## config.mk

```make
export PLATFORM = sky130hd
export DESIGN_NAME = aabbpt_seq
export DESIGN_NICKNAME = d
export VERILOG_FILES = /design/src/hdl/aabbpt_pkg.sv /design/src/hdl/aabbpt_seq.sv
export SDC_FILE = /design/constraint.sdc
export NUM_CORES = 1
export LEC_CHECK = 0
export BUFFER_PORTS_ARGS = -buffer_cell sky130_fd_sc_hd__clkbuf_2
export CAP_MARGIN = 20
export CORE_AREA = 2 2 365 367
export DETAILED_ROUTE_END_ITERATION = 16
export DIE_AREA = 0 0 367 369
export MAX_ROUTING_LAYER = met4
export SETUP_SLACK_MARGIN = 0.2
export SKIP_CTS_REPAIR_TIMING = 1
export SLEW_MARGIN = 10
export SYNTH_ARGS = -nofsm -noshare
export SYNTH_HDL_FRONTEND = slang
export SYNTH_SLANG_ARGS = --single-unit
```

## constraint.sdc

```tcl
create_clock -name clock -period 21.1 [get_ports clock]
set_clock_uncertainty 0.2 [all_clocks]
set_input_delay 3.165 -clock clock [delete_from_list [all_inputs] [get_ports clock]]
set_output_delay 3.165 -clock clock [all_outputs]
set_load 0.05 [all_outputs]
```

## src/hdl/aabbpt_pkg.sv

```systemverilog
// Shared types and constants for the projective box transform.
// No dependencies; every module of the block imports this package.
package aabbpt_pkg;

   localparam int FIELD_W     = 32;
   localparam int NUM_CORNERS = 8;
   localparam int NUM_AXES    = 3;
   localparam int MAT_ROWS    = 4;
   localparam int MAT_COLS    = 4;
   localparam int MAT_DEPTH   = MAT_ROWS * MAT_COLS;
   localparam int PROD_W      = 2 * FIELD_W;
   localparam int QUOT_W      = 32;
   localparam int FRAC_BITS   = 16;

   typedef enum logic {
      MODE_LOAD = 1'b0,
      MODE_BOX  = 1'b1
   } mode_type;

   typedef struct packed {
      mode_type           mode;
      logic [1:0]         row_index;
      logic signed [31:0] row_c0;
      logic signed [31:0] row_c1;
      logic signed [31:0] row_c2;
      logic signed [31:0] row_c3;
      logic signed [31:0] box_min_x;
      logic signed [31:0] box_min_y;
      logic signed [31:0] box_min_z;
      logic signed [31:0] box_max_x;
      logic signed [31:0] box_max_y;
      logic signed [31:0] box_max_z;
   } req_type;

   typedef struct packed {
      logic signed [31:0] out_min_x;
      logic signed [31:0] out_min_y;
      logic signed [31:0] out_min_z;
      logic signed [31:0] out_max_x;
      logic signed [31:0] out_max_y;
      logic signed [31:0] out_max_z;
      logic               fault;
   } rsp_type;

   // Position of a corner within its box
   typedef struct packed {
      logic first;
      logic last;
   } tag_type;

endpackage

```

## src/hdl/aabbpt_seq.sv

```systemverilog
// Matrix registers and corner sequencer: issues one box corner per cycle.
// Corners hold while adv is low. Depends on aabbpt_pkg.
module aabbpt_seq import aabbpt_pkg::*; #(
   parameter int COORD_WIDTH = 32
) (
   input  logic                              clock,
   input  logic                              reset,
   input  logic                              adv,
   input  logic                              req_valid,
   output logic                              req_ready,
   input  req_type                           req,
   output logic                              crn_valid,
   output tag_type                           crn_tag,
   output logic [NUM_AXES-1:0][FIELD_W-1:0]  crn_v,
   output logic [MAT_DEPTH-1:0][FIELD_W-1:0] mat
);

   localparam int CW = (COORD_WIDTH > 32) ? 32 : ((COORD_WIDTH < 16) ? 16 : COORD_WIDTH);
   localparam int SH = FIELD_W - CW;

   logic [MAT_DEPTH-1:0][FIELD_W-1:0] mat_ff;
   logic [NUM_AXES-1:0][FIELD_W-1:0]  lo_ff, lo_in;
   logic [NUM_AXES-1:0][FIELD_W-1:0]  hi_ff, hi_in;
   logic [2:0]                        cnt_ff;
   logic                              busy_ff;
   logic                              last;
   logic                              accept;
   logic [FIELD_W-1:0]                row [MAT_COLS];

   assign last      = (cnt_ff == 3'(NUM_CORNERS - 1));
   assign req_ready = adv && (!busy_ff || last);
   assign accept    = req_valid && req_ready;

   // Reduce box inputs to the coordinate width
   always_comb begin
      lo_in[0] = FIELD_W'($signed(req.box_min_x <<< SH) >>> SH);
      lo_in[1] = FIELD_W'($signed(req.box_min_y <<< SH) >>> SH);
      lo_in[2] = FIELD_W'($signed(req.box_min_z <<< SH) >>> SH);
      hi_in[0] = FIELD_W'($signed(req.box_max_x <<< SH) >>> SH);
      hi_in[1] = FIELD_W'($signed(req.box_max_y <<< SH) >>> SH);
      hi_in[2] = FIELD_W'($signed(req.box_max_z <<< SH) >>> SH);
      row[0]   = req.row_c0;
      row[1]   = req.row_c1;
      row[2]   = req.row_c2;
      row[3]   = req.row_c3;
   end

   always_ff @(posedge clock) begin
      if (reset) begin
         busy_ff <= 1'b0;
         cnt_ff  <= '0;
      end else if (adv) begin
         if (accept && req.mode == MODE_BOX) begin
            busy_ff <= 1'b1;
            cnt_ff  <= '0;
         end else if (busy_ff && last) begin
            busy_ff <= 1'b0;
         end else if (busy_ff) begin
            cnt_ff <= cnt_ff + 3'd1;
         end
      end
   end

   always_ff @(posedge clock) begin
      if (accept && req.mode == MODE_BOX) begin
         lo_ff <= lo_in;
         hi_ff <= hi_in;
      end
      if (accept && req.mode == MODE_LOAD) begin
         for (int c = 0; c < MAT_COLS; c++) begin
            mat_ff[{req.row_index, 2'(c)}] <= row[c];
         end
      end
   end

   always_comb begin
      for (int a = 0; a < NUM_AXES; a++) begin
         crn_v[a] = cnt_ff[a] ? hi_ff[a] : lo_ff[a];
      end
   end

   assign crn_valid     = busy_ff;
   assign crn_tag.first = (cnt_ff == '0);
   assign crn_tag.last  = last;
   assign mat           = mat_ff;

   a_cnt_step: assert property (@(posedge clock) disable iff (reset)
      busy_ff && adv && !last |=> busy_ff && cnt_ff == $past(cnt_ff) + 3'd1)
      else $error("corner counter skipped or repeated a corner");

   a_no_accept_mid_box: assert property (@(posedge clock) disable iff (reset)
      busy_ff && !last |-> !req_ready)
      else $error("transaction taken while corners remain");

endmodule

```

==> results by group <==
Drt
  – Drt first-iter violations: around 940
  – Post-DRT Antenna Nets: 0
  – DR pass1 iterations: 5
  – Top sig layer: met4
  – Via density: 3.557
  – Met3 routed WL: 9.309 mm
  – # DRC: 0
  – Met2 wire len: about 44 mm
  – Drt total wl: between 80 and 90 mm
  – Routed wire per std cell: between 20 and 25 um
  – Routed via count: around 14000
  – Metal-1 WL: between 30 and 40 mm

STA
  – Period utilization: around a third
  – Final count of negative-setup-slack endpoints: 0
  – Slew HR: 35.28%
  – Max Freq: between 100 and 150 MHz
  – Count of pins over their slew limit: 0
  – Hold Fails Final Rpt: 0
  – Final worst path period need: slightly above 7 ns
  – Setup TNS: 0 ns
  – Final setup margin: about 14 ns
  – RSZ-0062 raised after global routing: false
  – Fin Hold WS: between 0.3 and 0.4 ns
  – Worst Max-Slew Pin Slew: around 0.97 ns

Place
  – Placed cell area: 30350 um2
  – HPWL Detailed: 69.90 mm
  – Gpl congestion: 0.8160
  – Count of buffers from port buffering: roughly 940
  – Place WS: 13.87 ns

Worst setup path
  – Worst setup path class: in2out
  – Worst path required time: about 18 ns
  – Worst path most repeated cell: clkbuf_2
  – Worst Setup End Kind: primary output
  – Reg2reg start: cnt_ff[1]$_SDFFE_PP0P_
  – Crit path max fanout: 6
  – CP Launch Type: input port
  – RR Endpoint: hi_ff[26]$_DFFE_PP_
  – CP max stage cell: clkbuf_2
  – Crit path cell chain: clkbuf_2, and2_1, clkbuf_2
  – Critical Path AT: 3.85 ns
  – Flop-to-flop setup slack: 16.28 ns
  – CP peak stage delay: 0.28 ns
  – Reg2reg path depth: 6

Clock tree
  – CTS tree: done
  – CTS root buf: clkbuf_16
  – CTS Buf Count: slightly below 80
  – Later-pin clock latency in the skew report: around 0.66 ns
  – Clock tree sinks: 708
  – CTS Buffer Depth: 3
  – H-Tree Depth: 3
  – CTS clk-pin slew, worst paths: roughly 0.060 ns

Power and ir drop
  – Switching part of the total power: a little under a quarter
  – Cell Pwr Density: roughly 94 nW/um2
  – Clk network pwr share: 43.2%
  – Seq pwr share: 51.3%
  – Internal Power: around 2.4 mW
  – Max rail drop VDD: approximately 62 uV
  – Leakage: between 10 and 15 nW
  – Switching power: between 0.6 and 0.7 mW
  – Logic pwr share: 5.5%

Cells and area
  – Commonest non-fill, non-tap cell in the layout: clkbuf_2
  – Register Area: ~21000 um2
  – Commonest cells after routing, fill and taps aside: 938 x clkbuf_2, 704 x edfxtp_1, 97 x and2_1
  – Final #Nets: ~2300
  – Fin util: about a quarter
  – Area delta synth->final: 39.86%
  – Design area: about 33000 um2
  – # fillers: 13566
  – Share of layout cells above drive strength 1: about 57%
  – Multi-input gate area: approximately 2100 um2

Die
  – Core area: ~130000 um2
  – Initial core utilization: around 18%
  – Die X: roughly 370 um
  – I/O pin cnt: about 940
  – Die Y: roughly 370 um
  – DIE AREA: about 140000 um2
  – Placement Rows: 133

Logic synthesis
  – Flops & latches, synth: 708
  – Yosys cell types: 27
  – Share of the synthesized area in the top cell type: 90.04%
  – Yosys Warn Count: 0
  – Largest cells by area after synthesis: edfxtp_1 90%, mux2_2 4.6%, and2_1 2.6%
  – Synth area leader: edfxtp_1
  – Post-Syn Area: 23480 um2
  – Seq/Total Area, Yosys: about nine tenths
  – Syn Nets: around 1300
  – Syn_area_per_cell: between 20 and 25 um2
  – Gate Count Post-Synth: 992

Worst hold path
  – Min-Delay Path Class: reg2reg
  – Worst hold stages: 2
  – WHS Endpoint: cnt_ff[0]$_SDFFE_PP0P_
  – Worst Min Path Start: cnt_ff[0]$_SDFFE_PP0P_

Run status
  – Status: finished, final reports clean

GRT
  – Initial antenna violation count: 47
  – Largest net degree at the start of global routing: around 70
  – GRT overflow: 0
  – Vias in the first global route: ~14000
  – First-pass GRT wire length: 115.2 mm
  – Overall Global Routing Usage: between 10% and 20%

Job
  – Max cap viols: 0
==> synthesized netlist by cell type (all sizes together) <==
cell / n
nor3b: 2
nand4b: 1
ha: 3
clkbuf: 11
nor2: 2
o21ba: 1
and4: 1
and2b: 2
and3: 32
buf: 19
mux2: 96
and4bb: 1
o21ai: 1
nor3: 1
inv: 2
a21boi: 2
nor2b: 1
dfxtp: 4
nand2: 5
and2: 97
edfxtp: 704
o31ai: 2
nand2b: 2
==> power groups by stage <==
stage	Sequential, mW	Clock, mW	Combinational (mW)
final	1.58	1.33	0.169
after CTS	1.58	1.37	0.174
after global routing	1.58	1.42	0.179
after detailed placement	1.61	0	0.173
after floorplan	1.64	0	0.0490
after global placement	1.61	0	0.172
==> critical path: cells and delay by family <==
kind                   cells  cell delay [ns]
buffers and inverters      2             0.50
and+or+nand+nor            1             0.18
==> cells by family after synthesis <==
group / synth area share, %
compound gates: 0.1918
fa+ha+maj: 0.1599
buf+inv: 0.7408
flops: 90.39
mux: 4.605
simple gates: 3.917
==> registers in the layout, summed over array words and instances (netlist names) <==
name / flops
cnt_ff: 3
crn_valid: 1
lo_ff: 96
hi_ff: 96
mat: 512
==> cell type report <==
cell class | instances | area share, %
flip-flops and latches | 708 | 64.64
repair buffers | 953 | 14.64
well taps | 1755 | 6.687
multi-input cells | 252 | 6.443
clock buffers | 94 | 6.257
clock inverters | 48 | 1.246
diodes | 9 | 0.06859
inverters | 2 | 0.02286
==> worst max path at each step <==
stage                  start            endpoint  slack, ns  cells after the start
finish                   adv           req_ready      13.89                      3
CTS                      adv           req_ready      13.88                      3
global route             adv           req_ready      13.88                      3
detailed placement       adv           req_ready      13.87                      3
global placement         adv           req_ready      13.87                      3
floorplan           req[322]  mat[256]$_DFFE_PP_       7.36                      2
==> through the flow <==
step,std cells,power (mW)
after floorplan,992,1.692
after global placement,3670,1.779
after detailed placement,3670,1.781
after CTS,3812,3.125
after global routing,3813,3.174
final,3821,3.073
==> routing by layer <==
| metal | up-vias | GRT usage (%) |
|---|---|---|
| li1 | 5927 | - |
| met1 | 6737 | 14.58 |
| met2 | 790 | 21.54 |
| met3 | 137 | 4.911 |
| met4 | 0 | 3.980 |
| met5 | - | - |
No activity file was read; power rests on OpenSTA's default activity.
